--- src/sv/sma_pkg.sv ---
// Shared types and constants for the simple moving average unit.
// No dependencies; every other module of the unit imports this package.
`default_nettype none

package sma_pkg;

    // The lookback register is 10 bits wide, so a window never exceeds 1024 samples.
    localparam int LB_W  = 10;
    localparam int CNT_W = LB_W + 1;

    localparam logic [LB_W-1:0] LB_RESET = '1;

    // Per-item flags carried from the input queue to the result.
    typedef struct packed {
        logic restart;
        logic last;
    } t_flags;

endpackage

`default_nettype wire

--- src/sv/sma_front.sv ---
// Front end: two-entry input queue that takes transactions and tags their flags.
// Depends on sma_pkg.
`default_nettype none

module sma_front #(
    parameter int SAMPLE_BITS = 32
) (
    input  wire logic                   i_clk,
    input  wire logic                   i_rst_n,
    input  wire logic                   i_push,
    output logic                        o_full,
    input  wire logic [SAMPLE_BITS-1:0] i_sample,
    input  wire logic                   i_restart,
    input  wire logic                   i_last,
    output logic                        o_q_valid,
    input  wire logic                   i_q_pop,
    output logic [SAMPLE_BITS-1:0]      o_q_sample,
    output sma_pkg::t_flags             o_q_flags
);
    import sma_pkg::*;

    localparam int QD = 2;

    logic [SAMPLE_BITS-1:0] r_sample [QD];
    t_flags                 r_flags  [QD];
    logic                   r_wp, r_rp;
    logic [1:0]             r_cnt;
    logic                   w_in, w_out;

    assign o_full    = (r_cnt == 2'(QD));
    assign o_q_valid = (r_cnt != 2'd0);
    assign w_in      = i_push && !o_full;
    assign w_out     = i_q_pop && o_q_valid;

    assign o_q_sample = r_sample[r_rp];
    assign o_q_flags  = r_flags[r_rp];

    always_ff @(posedge i_clk) begin
        if (w_in) begin
            r_sample[r_wp] <= i_sample;
            r_flags[r_wp]  <= '{restart: i_restart, last: i_last};
        end
    end

    always_ff @(posedge i_clk) begin
        if (!i_rst_n) begin
            r_wp  <= 1'b0;
            r_rp  <= 1'b0;
            r_cnt <= 2'd0;
        end else begin
            if (w_in) begin
                r_wp <= ~r_wp;
            end
            if (w_out) begin
                r_rp <= ~r_rp;
            end
            unique case ({w_in, w_out})
                2'b10:   r_cnt <= r_cnt + 2'd1;
                2'b01:   r_cnt <= r_cnt - 2'd1;
                default: r_cnt <= r_cnt;
            endcase
        end
    end

endmodule

`default_nettype wire

--- config.mk ---
export PLATFORM = sky130hd
export DESIGN_NAME = sma_front
export DESIGN_NICKNAME = d
export VERILOG_FILES = /design/src/sv/sma_pkg.sv /design/src/sv/sma_front.sv
export SDC_FILE = /design/constraint.sdc
export NUM_CORES = 1
export LEC_CHECK = 0
export ABC_AREA = 1
export BUFFER_PORTS_ARGS = -buffer_cell sky130_fd_sc_hd__buf_2
export CAP_MARGIN = 25
export CORE_MARGIN = 5
export CORE_UTILIZATION = 55
export DETAILED_ROUTE_END_ITERATION = 7
export PLACE_DENSITY = 0.83
export SYNTH_ARGS = -nofsm -noshare
export SYNTH_HDL_FRONTEND = slang
export SYNTH_SLANG_ARGS = --single-unit
--- constraint.sdc ---
create_clock -name i_clk -period 5.09 [get_ports i_clk]
set_input_delay 0.509 -clock i_clk [delete_from_list [all_inputs] [get_ports i_clk]]
set_output_delay 0.509 -clock i_clk [all_outputs]
set_load 0.01 [all_outputs]
==> results.json <==
{
  "number_of_global_route_vias_before_repair": 1505,
  "synth.top_cells.by_area": "edfxtp_1, mux2_4, dfxtp_1",
  "setup_viol_count_final": 0,
  "path_class": "reg -> out",
  "cp-start-kind": "flop",
  "initial_core_utilization_pct": 56.24,
  "slew_viol_final": 0,
  "ioPinCount": 74,
  "required_ps": 4580,
  "drc_marker_count_from_the_first_detailed_route_iteration": 47,
  "diodes": 0,
  "leakage_nw": 1.381,
  "final_standard_cell_count_with_taps_included_and_fillers_excluded": 301,
  "post_cts_buffers": 0,
  "worstMarginPinSlew_ps": 991.4,
  "clock_tree_from_tritoncts": "yes",
  "timing.final.hold_violations": 0,
  "vdd.ir_drop.worst_mv": 0.3035,
  "vias": 1455,
  "finish.net_count": 265,
  "cts_resized": 0,
  "synth_top_area_share_pct": 71.55,
  "synthArstFlopShare_pct": 0,
  "route.detailed.vias_per_inst": 4.834,
  "clock_tree.root_cell": "clkbuf_8",
  "crit_path_max_fanout": 25,
  "avgSynthCellArea_um2": 19.82,
  "maxCapViolCount": 0,
  "cts_buffer_depth": 2,
  "placed_cells_incl_taps": 284,
  "grt_pass1_wl_um": 7369,
  "grt_overflow_total": 0,
  "achievable-frequency_mhz": 479.3,
  "grt_max_degree": 35,
  "cts_num_sinks": 73,
  "mappedNetlistArea_um2": 2854,
  "end_kind": "output pin",
  "ant_nets": 0,
  "layout_worst_path_cycle_share_pct": 40.99,
  "dp_hpwl_um": 3190,
  "core_area_um2": 5075,
  "detail_route.first_pass.iterations": 4,
  "antenna_found_initial": 0,
  "route.detailed.wl_per_inst_um": 15.48,
  "clkSlewWorstSetupHoldPaths_ps": 70,
  "synth.largest_area_cell": "edfxtp_1",
  "power.density_cell_area_nw_per_um2": 425.2,
  "timing.critical_path.arrival_ps": 1580,
  "worst_skew_pair.late_latency_ps": 330,
  "drc": 0,
  "grt_setup_unrepaired": "false",
  "result_of_the_run": "finished, final reports clean",
  "synth.yosys.seq_area_share_pct": 75.05,
  "synthFlopType": "edfxtp_1",
  "totalNegativeSetupSlack_ps": 0,
  "timing.hold.worst.class": "in -> reg",
  "ys_warn_count": 0,
  "yosysUniqueCellTypes": 16,
  "globalplace.congestion": 0.7008,
  "die_height_um": 82.04,
  "fp.dieW_um": 82.04,
  "grt_use_total_pct": 15.33,
  "htreeDepth": 3,
  "port_buffers": 73,
  "core.rowCount": 26,
  "synthesis.instances": 144,
  "finalCriticalPeriod_ps": 2086,
  "synth_seq_cells": 73,
  "syn_nets": 183,
  "cts_hold_repair.buffers": 0,
  "fp.dieArea_um2": 6730,
  "number_of_synthesized_flops_with_an_enable_pin": 68,
  "slew-limit-headroom_pct": 33.75,
  "reg2reg_slack_ps": 3160,
  "postRouteWirelength_um": 4660,
  "setup_clock_skew_after_layout_ps": 8.678,
  "cts_inserted_buffers": 9,
  "flow.area_growth_from_synthesis_pct": 20.39,
  "post_route_cells_drive_above_1_share_pct": 54.55
}
registers in the layout, indices dropped and copies added (netlist names), named ones only:
| register | count |
|---|---|
| r_sample | 64 |
| r_flags | 4 |
| r_cnt | 2 |
| r_rp | 1 |
| r_wp | 1 |
Yosys cell counts (3+ instances only):
cell type / n
inv_1: 7
nor2_1: 11
nand2_1: 8
edfxtp_1: 68
mux2_2: 4
buf_12: 3
dfxtp_1: 5
mux2_4: 30
routing by layer:
metal	vias up	global-route usage, %	wire, um
li1	702	-	-
met1	708	17.21	1742
met2	39	26.82	2556
met3	6	3.509	277
met4	0	8.472	83
met5	-	0	0
metrics by stage:
step                hold WS [ps]  instance area [um2]  utilization, %  worst slack, ps  power [mW]
floorplan                  451.3                 2854               -             2469       1.014
global placement           470.4                 3252           64.08             2978       1.096
detailed placement         486.9                 3252           64.08             2949       1.110
CTS                        346.4                 3416           67.31             2589       1.479
global route               343.8                 3436           67.70             2936       1.537
finish                     368.4                 3436           67.70             3004       1.461
placed cells by master (no fill, tap or decap):
cell type | netlist | layout
ha_1 | 1 | 1
edfxtp_1 | 68 | 68
nor2_1 | 11 | 10
dfxtp_2 | 0 | 1
nor2_4 | 0 | 1
nor2_2 | 1 | 1
o21a_1 | 1 | 1
buf_12 | 3 | 1
clkbuf_1 | 0 | 2
clkbuf_8 | 0 | 9
o21ai_0 | 1 | 1
mux2_2 | 4 | 4
buf_2 | 0 | 73
nand3_1 | 1 | 1
buf_4 | 0 | 1
a21oi_1 | 1 | 1
dfxtp_1 | 5 | 4
clkinv_2 | 0 | 2
nand4_1 | 1 | 1
clkinvlp_4 | 0 | 3
nand2_1 | 8 | 8
inv_1 | 7 | 7
mux2_4 | 30 | 30
worst paths after layout:
| kind | startpoint | end | cells after the start |
|---|---|---|---|
| worst max-delay path | flop | o_q_sample[4] | 3 |
| worst min-delay path | i_sample[2] | r_sample[0][2] | 1 |
| worst max register to register | r_cnt[0] | r_sample[0][12] | 4 |
| worst min register to register | r_rp | r_rp | 2 |
report_power, final:
| part | total (mW) | switching [mW] | leakage, nW | internal (mW) |
|---|---|---|---|---|
| Sequential | 0.766 | 0.0316 | 0.677 | 0.735 |
| Combinational | 0.328 | 0.161 | 0.628 | 0.167 |
| Clock | 0.367 | 0.192 | 0.0753 | 0.175 |
kinds of logic (layout without fill, tap and decap cells):
logic type / after synthesis / in the layout / synth area share, %
DFF: 73 / 73 / 75.05
muxes: 34 / 34 / 17.36
and+or+nand+nor: 22 / 22 / 3.113
buffers and inverters: 11 / 98 / 3.420
AOI/OAI and AO/OA: 3 / 3 / 0.6135
adders and majority gates: 1 / 1 / 0.4383
cell type report:
cell class	count	area (um2)
multi-input combinational	60	621.8
fill	361	1639
timing repair buffer	75	392.9
clock inverter	5	32.53
sequential	73	2143
clock buffer	11	131.4
tap	70	87.58
inverter	7	26.28
critical path: stages, from the launching register on:
cell and delay (ps):
dfxtp_2 520, buf_12 260, mux2_4 310, buf_2 140
Note: power is estimated with default switching activity, not from simulation.
