$ cat src/sv/sma_pkg.sv
// Shared types and constants for the simple moving average unit.
// No dependencies; every other module of the unit imports this package.
`default_nettype none

package sma_pkg;

    // The lookback register is 10 bits wide, so a window never exceeds 1024 samples.
    localparam int LB_W  = 10;
    localparam int CNT_W = LB_W + 1;

    localparam logic [LB_W-1:0] LB_RESET = '1;

    // Per-item flags carried from the input queue to the result.
    typedef struct packed {
        logic restart;
        logic last;
    } t_flags;

endpackage

`default_nettype wire

$ cat src/sv/sma_div.sv
// Back end, divide part: restoring divider, one quotient bit per cycle, plus result register.
// Depends on sma_pkg; fed by sma_window.
`default_nettype none

module sma_div #(
    parameter int SAMPLE_BITS = 32,
    parameter int SUM_W       = SAMPLE_BITS + sma_pkg::CNT_W
) (
    input  wire logic                     i_clk,
    input  wire logic                     i_rst_n,
    input  wire logic                     i_start,
    input  wire logic [SUM_W-1:0]         i_sum,
    input  wire logic [sma_pkg::CNT_W-1:0] i_count,
    input  wire logic                     i_last,
    output logic                          o_ready,
    output logic                          o_empty,
    input  wire logic                     i_pop,
    output logic [SAMPLE_BITS-1:0]        o_mean,
    output logic                          o_last_mean
);
    import sma_pkg::*;

    localparam int CW = $clog2(SUM_W);

    typedef enum logic [1:0] {ST_IDLE, ST_RUN, ST_SIGN, ST_DONE} t_state;

    t_state                 r_state;
    logic [SUM_W-1:0]       r_dq;
    logic [CNT_W-1:0]       r_rem, r_den;
    logic [CW-1:0]          r_cnt;
    logic                   r_neg;
    logic                   r_last;
    logic [SAMPLE_BITS-1:0] r_mean;

    logic [CNT_W:0]   w_rem_sh;
    logic [CNT_W+1:0] w_diff;
    logic             w_qbit;

    assign w_rem_sh = {r_rem, r_dq[SUM_W-1]};
    assign w_diff   = {1'b0, w_rem_sh} - {2'b00, r_den};
    assign w_qbit   = !w_diff[CNT_W+1];

    assign o_ready     = (r_state == ST_IDLE);
    assign o_empty     = (r_state != ST_DONE);
    assign o_mean      = r_mean;
    assign o_last_mean = r_last;

    always_ff @(posedge i_clk) begin
        if (!i_rst_n) begin
            r_state <= ST_IDLE;
            r_last  <= 1'b0;
        end else begin
            unique case (r_state)
                ST_IDLE: begin
                    if (i_start) begin
                        r_neg   <= i_sum[SUM_W-1];
                        r_dq    <= i_sum[SUM_W-1] ? SUM_W'(0) - i_sum : i_sum;
                        r_den   <= i_count;
                        r_rem   <= '0;
                        r_cnt   <= '0;
                        r_last  <= i_last;
                        r_state <= ST_RUN;
                    end
                end
                ST_RUN: begin
                    r_rem <= w_qbit ? w_diff[CNT_W-1:0] : w_rem_sh[CNT_W-1:0];
                    r_dq  <= {r_dq[SUM_W-2:0], w_qbit};
                    r_cnt <= r_cnt + CW'(1);
                    if (r_cnt == CW'(SUM_W - 1)) begin
                        r_state <= ST_SIGN;
                    end
                end
                ST_SIGN: begin
                    // Quotient magnitude fits the sample width; negate back if the sum was negative.
                    r_mean  <= r_neg ? SAMPLE_BITS'(0) - r_dq[SAMPLE_BITS-1:0]
                                     : r_dq[SAMPLE_BITS-1:0];
                    r_state <= ST_DONE;
                end
                ST_DONE: begin
                    if (i_pop) begin
                        r_state <= ST_IDLE;
                    end
                end
                default: r_state <= ST_IDLE;
            endcase
        end
    end

endmodule

`default_nettype wire

$ cat config.mk
export PLATFORM = sky130hd
export DESIGN_NAME = sma_div
export DESIGN_NICKNAME = d
export VERILOG_FILES = /design/src/sv/sma_pkg.sv /design/src/sv/sma_div.sv
export SDC_FILE = /design/constraint.sdc
export NUM_CORES = 1
export LEC_CHECK = 0
export ABC_AREA = 1
export BUFFER_PORTS_ARGS = -buffer_cell sky130_fd_sc_hd__buf_2
export CORE_MARGIN = 1
export CORE_UTILIZATION = 53
export CTS_BUF_LIST = sky130_fd_sc_hd__clkbuf_16
export DETAILED_ROUTE_END_ITERATION = 16
export PLACE_DENSITY = 0.73
export REMOVE_ABC_BUFFERS = 1
export SKIP_LAST_GASP = 1
export SLEW_MARGIN = 20
export SYNTH_ARGS = -nofsm -noshare
export SYNTH_HDL_FRONTEND = slang
export SYNTH_SLANG_ARGS = --single-unit
export TNS_END_PERCENT = 1
$ cat constraint.sdc
create_clock -name i_clk -period 4.6 [get_ports i_clk]
set_input_delay 0.92 -clock i_clk [delete_from_list [all_inputs] [get_ports i_clk]]
set_output_delay 0.92 -clock i_clk [all_outputs]
set_load 0.05 [all_outputs]
==> summary.md, run 1 <==
| Metric | Value |
|---|---|
| Status | finished clean |
| Unrepaired setup endpoints after global routing | false |
| CTS HTree Levels | 3 |
| Sequential area share after synthesis | 45.1% |
| Synth Register Bits | 107 |
| Yosys top cell by area | edfxtp_1 |
| Slew headroom | 45.2% |
| Port bufs | 93 |
| GR Util All Layers | 25.5% |
| Worst Setup Start Kind | input pin |
| CP peak stage delay | 0.55 ns |
| GP Congestion | 0.927 |
| Placed cells | 1154 |
| Final Skew | 0.00643 ns |
| Synth cell types | 37 |
| Ys Warns | 0 |
| Final Routed Wirelength | 16900 um |
| Die footprint | 0.0138 mm^2 |
| Crit-path slowest cell | buf_2 |
| Largest net degree at the start of global routing | 61 |
| CTS buffer count | 9 |
| Die Span X | 117 um |
| DRC | 0 |
| Post-DRT Antenna Nets | 0 |
| Most used DFF post-synth | edfxtp_1 |
| Initial Utilization | 55.0% |
| Die height | 117 um |
| Largest delay contributor family on the critical path | buffers and inverters |
| Syn Inst Count | 907 |
| Total chip power | 0.00380 W |
| Drt wl/cell | 14.4 um |
| Vias in the first global route | 5549 |
| Ports | 94 |
| Top post-synthesis cells by area | edfxtp_1 44%, nand2_1 12%, nand3_1 6.7%, inv_1 6.4%, nor2_1 5.7% |
| Crit Path Max Fanout | 41 |
| Clock tree root buffer cell | clkbuf_16 |
| Initial antenna violation count | 0 |
| Number of flops mapped to enable cells by yosys | 104 |
| Critical path endpoint category | flop |
| First drt pass iteration count | 7 |
| Vias/cell | 5.31 |
| Fin crit period | 2.42 ns |
| Buf+Inv Stages, Crit Path | 2 |
| DR iter-0 viols | 540 |
| HPWL after DPL | 12700 um |
| Syn Std Cell Area | 0.00706 mm^2 |
| Nets | 1072 |
| Layout cells sized above 1 | 13.7% |
| Post-CTS Hold Buffers | 0 |
| Worst hold-check path type | reg -> reg |
| Setup Viol. Count Final | 0 |
| MaxCap Viol Count | 0 |
| Most frequent cell after synthesis | nand2_1 |
| Worst vdd ir | 0.240 mV |
| Vias | 6213 |
| GR Overflow Total | 0 |
| Met3 Wirelength | 1300 um |
| Core area | 0.0128 mm^2 |
| Global-route wire length before repair | 27800 um |
| Clk slew on worst S/H paths | 0.07 ns |
| Area Overhead vs Synth | 12.9% |
| Number of placement rows | 41 |
| Worst path most repeated cell | nand2_1 |
| CTS tree | yes |
| Setup bufs post-CTS | 0 |
| Worst slew pin tran | 0.823 ns |
| Non-filler cells, final | 1170 |
| P_leak | 3.56 nW |
| Fmax | 0.413 GHz |
| CP cell instances | buf_2, inv_1, nor2_1, nor2_4, nand2_1, nand2_1, nand3_1, o21ai_0 |
| Slew Limit Fails | 0 |
| Post_cts resized | 0 |
| Period utilisation layout | 52.7% |
| Power Dens Cells | 477 mW/mm^2 |
| Syn_area_per_cell | 7.78 um^2 |
| Clk buf depth | 2 |
| # diodes | 0 |
| CTS sink cnt | 107 |
| Post-synth top area share | 44.3% |
| DR top layer | met4 |
| Wl on met1 | 7970 um |
| WP data required | 4.69 ns |
| Asr flop ratio synth | 0% |
| Post-synth top cells | 220 x nand2_1, 120 x inv_1, 108 x nor2_1 |
| Wire length on met2 | 7380 um |
| Worst skew pair latency | 0.35 ns |
| Crit path DAT | 2.51 ns |
| Hold Vio Cnt, Final | 0 |
| WS Path Type | in -> reg |
-- state kept, by name, indices dropped and copies added (netlist names) --
register,count
r_dq,43
o_mean,32
r_den,11
r_rem,11
r_cnt,6
r_state,2
o_last_mean,1
r_neg,1
-- power breakdown --
group	internal [W]	leakage [nW]	switching, W
clock network	0.000421	0.145	0.000357
registers	0.00145	0.996	0.000149
logic	0.000419	2.42	0.00101
-- worst paths after layout --
kind,end,slack (ns),cells past startpoint,from
setup / recovery,r_dq[24]$_DFFE_PP_,2.18,8,i_sum[42]
hold / removal,o_last_mean$_SDFFE_PN0P_,0.47,2,o_last_mean$_SDFFE_PN0P_
setup reg to reg,r_rem[7]$_SDFFCE_PN0P_,2.18,11,r_dq[42]$_DFFE_PP_
hold reg to reg,o_last_mean$_SDFFE_PN0P_,0.47,2,o_last_mean$_SDFFE_PN0P_
-- routing by layer --
layer | track usage [%] | vias to the layer above
met3 | 6.52 | 15
met2 | 39.0 | 204
met5 | 0 | -
met1 | 36.0 | 2802
li1 | - | 3192
met4 | 6.82 | 0
-- tightest hold or removal path: cells and delay by family, from the launching register on --
family	cells	cell delay (ns)
and+or+nand+nor	1	0.06
AOI/OAI and AO/OA	1	0.05
DFF	1	0.32
-- final cells by class --
| type | instances | area (um^2) |
|---|---|---|
| clock inverters | 7 | 70.1 |
| clock buffers | 9 | 225 |
| inverters | 121 | 454 |
| multi-input cells | 657 | 3330 |
| fillers | 1146 | 4860 |
| repair buffers | 97 | 495 |
| well taps | 172 | 215 |
| flip-flops and latches | 107 | 3180 |
-- per-stage QoR --
stage | utilization, % | TNS, ns | instance area, um^2 | hold WS [ns] | setup slack (ns)
2_1_floorplan | - | -17.65 | 6950 | 0.426 | -0.294
3_3_place_gp | 59.8 | 0 | 7670 | 0.457 | 1.87
3_5_place_dp | 59.8 | 0 | 7670 | 0.455 | 1.83
4_1_cts | 62.1 | 0 | 7970 | 0.468 | 2.20
5_1_grt | 62.1 | 0 | 7970 | 0.493 | 1.99
6_report | 62.1 | 0 | 7970 | 0.471 | 2.18
-- cells in the final DEF (no fill, tap or decap), types with 5 or more instances in the layout --
| cell | n |
|---|---|
| edfxtp_1 | 104 |
| inv_1 | 121 |
| o21ai_0 | 62 |
| clkbuf_16 | 9 |
| nor3_1 | 6 |
| nor2_2 | 5 |
| o21ai_1 | 12 |
| xnor2_1 | 5 |
| nand4_1 | 25 |
| a21oi_1 | 42 |
| nand3_1 | 94 |
| xor2_1 | 29 |
| nor2_1 | 107 |
| buf_2 | 93 |
| ha_1 | 19 |
| nand2_2 | 7 |
| nand2_1 | 220 |
-- cells by family after synthesis --
group	Yosys count	synth area share, %
compound gates	126	9.59
xor+xnor	34	4.22
fa+ha+maj	20	3.65
buf+inv	143	7.96
flops	107	45.1
simple gates	477	29.5
Note: power is estimated with default switching activity, not from simulation.
==> inputs of run 2 (changes only) <==
--- a/config.mk
+++ b/config.mk
@@ -5,13 +5,13 @@
 export SDC_FILE = /design/constraint.sdc
 export NUM_CORES = 1
 export LEC_CHECK = 0
-export ABC_AREA = 1
+export ABC_AREA = 0
 export BUFFER_PORTS_ARGS = -buffer_cell sky130_fd_sc_hd__buf_2
 export CORE_MARGIN = 1
-export CORE_UTILIZATION = 53
+export CORE_UTILIZATION = 58
 export CTS_BUF_LIST = sky130_fd_sc_hd__clkbuf_16
 export DETAILED_ROUTE_END_ITERATION = 16
-export PLACE_DENSITY = 0.73
+export PLACE_DENSITY = 0.77
 export REMOVE_ABC_BUFFERS = 1
 export SKIP_LAST_GASP = 1
 export SLEW_MARGIN = 20
==> constraint.sdc (replaced) <==
create_clock -name i_clk -period 2.3 [get_ports i_clk]
set_input_delay 0.46 -clock i_clk [delete_from_list [all_inputs] [get_ports i_clk]]
set_output_delay 0.46 -clock i_clk [all_outputs]
set_load 0.05 [all_outputs]
==> summary.md, run 2 <==
| Metric | Value |
|---|---|
| Status | finished, violations left |
| Violated checks | setup timing |
| Top post-synthesis cells by area | edfxtp_1 51%, xnor2_1 6.1%, xor2_1 5.3%, o21ai_0 5.1%, nand2_1 4.5% |
| Post-DP Area | 0.00732 mm^2 |
| DR iter-0 viols | 273 |
| Syn Std Cell Area | 0.00615 mm^2 |
| Drt wl/cell | 15.9 um |
| HPWL after DPL | 9860 um |
| Max reg flops | 43 |
| Global-route wire length before repair | 22600 um |
| MaxCap Viol Count | 0 |
| GR Overflow Total | 0 |
| P_leak | 3.05 nW |
| Vias in the first global route | 4729 |
| Vias/cell | 5.73 |
| TNS Setup | -1.28 ns |
| GR Util All Layers | 26.3% |
| CTS tree | yes |
| Post-DRT Antenna Nets | 0 |
| Crit path DAT | 2.57 ns |
| Design Area, Final | 0.00773 mm^2 |
| Hold EP | r_den[0]$_DFFE_PP_ |
| # diodes | 0 |
| Initial Utilization | 59.6% |
| Worst slew pin tran | 0.637 ns |
| Area of the multi-input gates | 0.00289 mm^2 |
| Worst hold-check path type | in -> reg |
| Slew Limit Fails | 0 |
| Most frequent cell after synthesis | edfxtp_1 |
| Worst skew pair latency | 0.35 ns |
| Worst vdd ir | 0.634 mV |
| CTS sink cnt | 107 |
| Clk buf depth | 2 |
| WS Path Type | reg -> reg |
| Slew headroom | 57.5% |
| First drt pass iteration count | 5 |
| Vias | 4948 |
| Setup ws final | -0.173 ns |
| Place WS | -0.285 ns |
| Final Skew | 0.00894 ns |
| DRC | 0 |
| Fmax | 0.404 GHz |
| R2R Path End | o_mean[22]$_DFFE_PP_ |
| Register with the most flip-flops | r_dq |
| Syn_area_per_cell | 11.0 um^2 |
| Worst hold path cell count | 1 |
| Initial antenna violation count | 0 |
| Number of placement rows | 37 |
| Port bufs | 93 |
| Yosys top cell by area | edfxtp_1 |
| Post-synth top cells | 104 x edfxtp_1, 74 x nand2_1, 63 x o21ai_0 |
| Crit Path Max Fanout | 6 |
| Clk slew on worst S/H paths | 0.07 ns |
| R2R depth | 8 |
| Worst Setup Start Kind | flop |
| Final Routed Wirelength | 13800 um |
| Layout cells sized above 1 | 29.8% |
| Sequential area share after synthesis | 51.7% |
| Number of flops mapped to enable cells by yosys | 104 |
| Critical path endpoint category | flop |
| Fin crit period | 2.47 ns |
| Core area | 0.0103 mm^2 |
| Setup slack, reg-to-reg | -0.17 ns |
| Nets | 802 |
| Synth cell types | 51 |
| Ports | 94 |
| CTS buffer count | 9 |
| WP data required | 2.39 ns |
| Worst r2r src | r_dq[0]$_DFFE_PP_ |
| Register area | 0.00318 mm^2 |
| Unrepaired setup endpoints after global routing | true |
| Die height | 105 um |
| Die footprint | 0.0110 mm^2 |
| Clock tree root buffer cell | clkbuf_16 |
| Largest net degree at the start of global routing | 99 |
| Worst Hold Launch | i_count[0] |
| Syn Inst Count | 558 |
| Synth Register Bits | 107 |
| Ys Warns | 0 |
| Period utilisation layout | 108% |
| Most common cell after layout, fill and taps aside | edfxtp_1 |
| Most frequent cells in the layout | 104 x edfxtp_1, 93 x buf_2, 77 x buf_4 |
| Hold Vio Cnt, Final | 0 |
| Post-synth top area share | 50.8% |
| Most used DFF post-synth | edfxtp_1 |
| Asr flop ratio synth | 0% |
| Die Span X | 105 um |
| CTS HTree Levels | 3 |
| Power Dens Cells | 988 mW/mm^2 |
| GP Congestion | 0.870 |
| Setup Viol. Count Final | 15 |
| Area Overhead vs Synth | 25.7% |
| Filler instances | 696 |
[run 2: cell count changes after synthesis, moves of 11 or more]
cell and delta:
nand4_1 -22, o21ai_1 -11, nor2b_1 +13, a21oi_1 -32, nand3_1 -86, inv_1 -97, nor2_1 -94, xnor2_1 +38
nand2b_1 +11, o31ai_1 +18, nand2_1 -146
[run 2: power by group]
part | internal [W] | switching [W] | total (W) | leakage [nW]
Combinational | 0.00119 | 0.00172 | 0.00291 | 1.90
Clock | 0.000937 | 0.000658 | 0.00160 | 0.164
Sequential | 0.00285 | 0.000278 | 0.00313 | 0.989
Total | 0.00498 | 0.00266 | 0.00764 | 3.05
[run 2: cell type report]
class                   instances  share of cell area [%]
inverters                      23                    1.12
multi-input cells             409                    37.4
repair buffers                173                    14.2
well taps                     136                    2.20
clock inverters                 7                    1.04
clock buffers                   9                    2.91
flip-flops and latches        107                    41.2
[run 2: repair_timing]
item,CTS,global route
gates resized for setup,13,0
endpoints found under the setup margin,22,30
hold buffers,0,0
setup buffers,4,0
pin swaps,5,0
cloned,0,0
[run 2: cell families after synthesis]
family | Yosys count | share of synthesized area, %
flip-flops | 107 | 51.7
AO/OA/AOI/OAI | 127 | 13.3
XOR/XNOR | 80 | 11.4
buffers and inverters | 42 | 2.56
adder cells (fa/ha/maj) | 20 | 4.19
AND/OR/NAND/NOR | 168 | 14.4
multiplexers | 14 | 2.40
[run 2: metrics by stage]
step           total power, W  hold WS (ns)  cells  utilization [%]
2_1_floorplan         0.00507         0.475    539                -
3_3_place_gp          0.00584         0.448    844             70.9
3_5_place_dp          0.00597         0.482    844             70.9
4_1_cts               0.00765         0.278    864             74.9
5_1_grt               0.00806         0.281    864             74.9
6_report              0.00764         0.288    864             74.9
[run 2: how the worst max path moves through the flow]
stage,slack [ns],from,to,depth (start not counted)
6_report,-0.17,r_dq[0]$_DFFE_PP_,o_mean[22]$_DFFE_PP_,8
5_1_grt,-0.27,r_dq[0]$_DFFE_PP_,o_mean[24]$_DFFE_PP_,8
4_1_cts,-0.1,r_dq[0]$_DFFE_PP_,o_mean[22]$_DFFE_PP_,8
3_5_place_dp,-0.29,i_sum[5],r_dq[40]$_DFFE_PP_,7
3_3_place_gp,-0.24,i_sum[5],r_dq[40]$_DFFE_PP_,7
2_1_floorplan,-4.70,r_state[1]$_SDFFE_PN0P_,r_cnt[0]$_SDFFCE_PN0P_,4
[run 2: worst max-delay path, cell delays in order (launching register included)]
cell      delay (ns)
edfxtp_1        0.42
inv_1           0.08
ha_2            0.17
nor2b_4         0.17
nand3_2         0.11
or4_4           0.50
o41a_1          0.44
nand2b_4        0.18
xor2_1          0.14
[run 2: metal layers]
metal | routed length [um] | track usage [%] | up-vias
met5 | 0 | 0 | -
li1 | - | - | 2366
met3 | 759 | 3.62 | 16
met2 | 6790 | 44.7 | 168
met4 | 178 | 7.95 | 0
met1 | 6040 | 35.1 | 2398
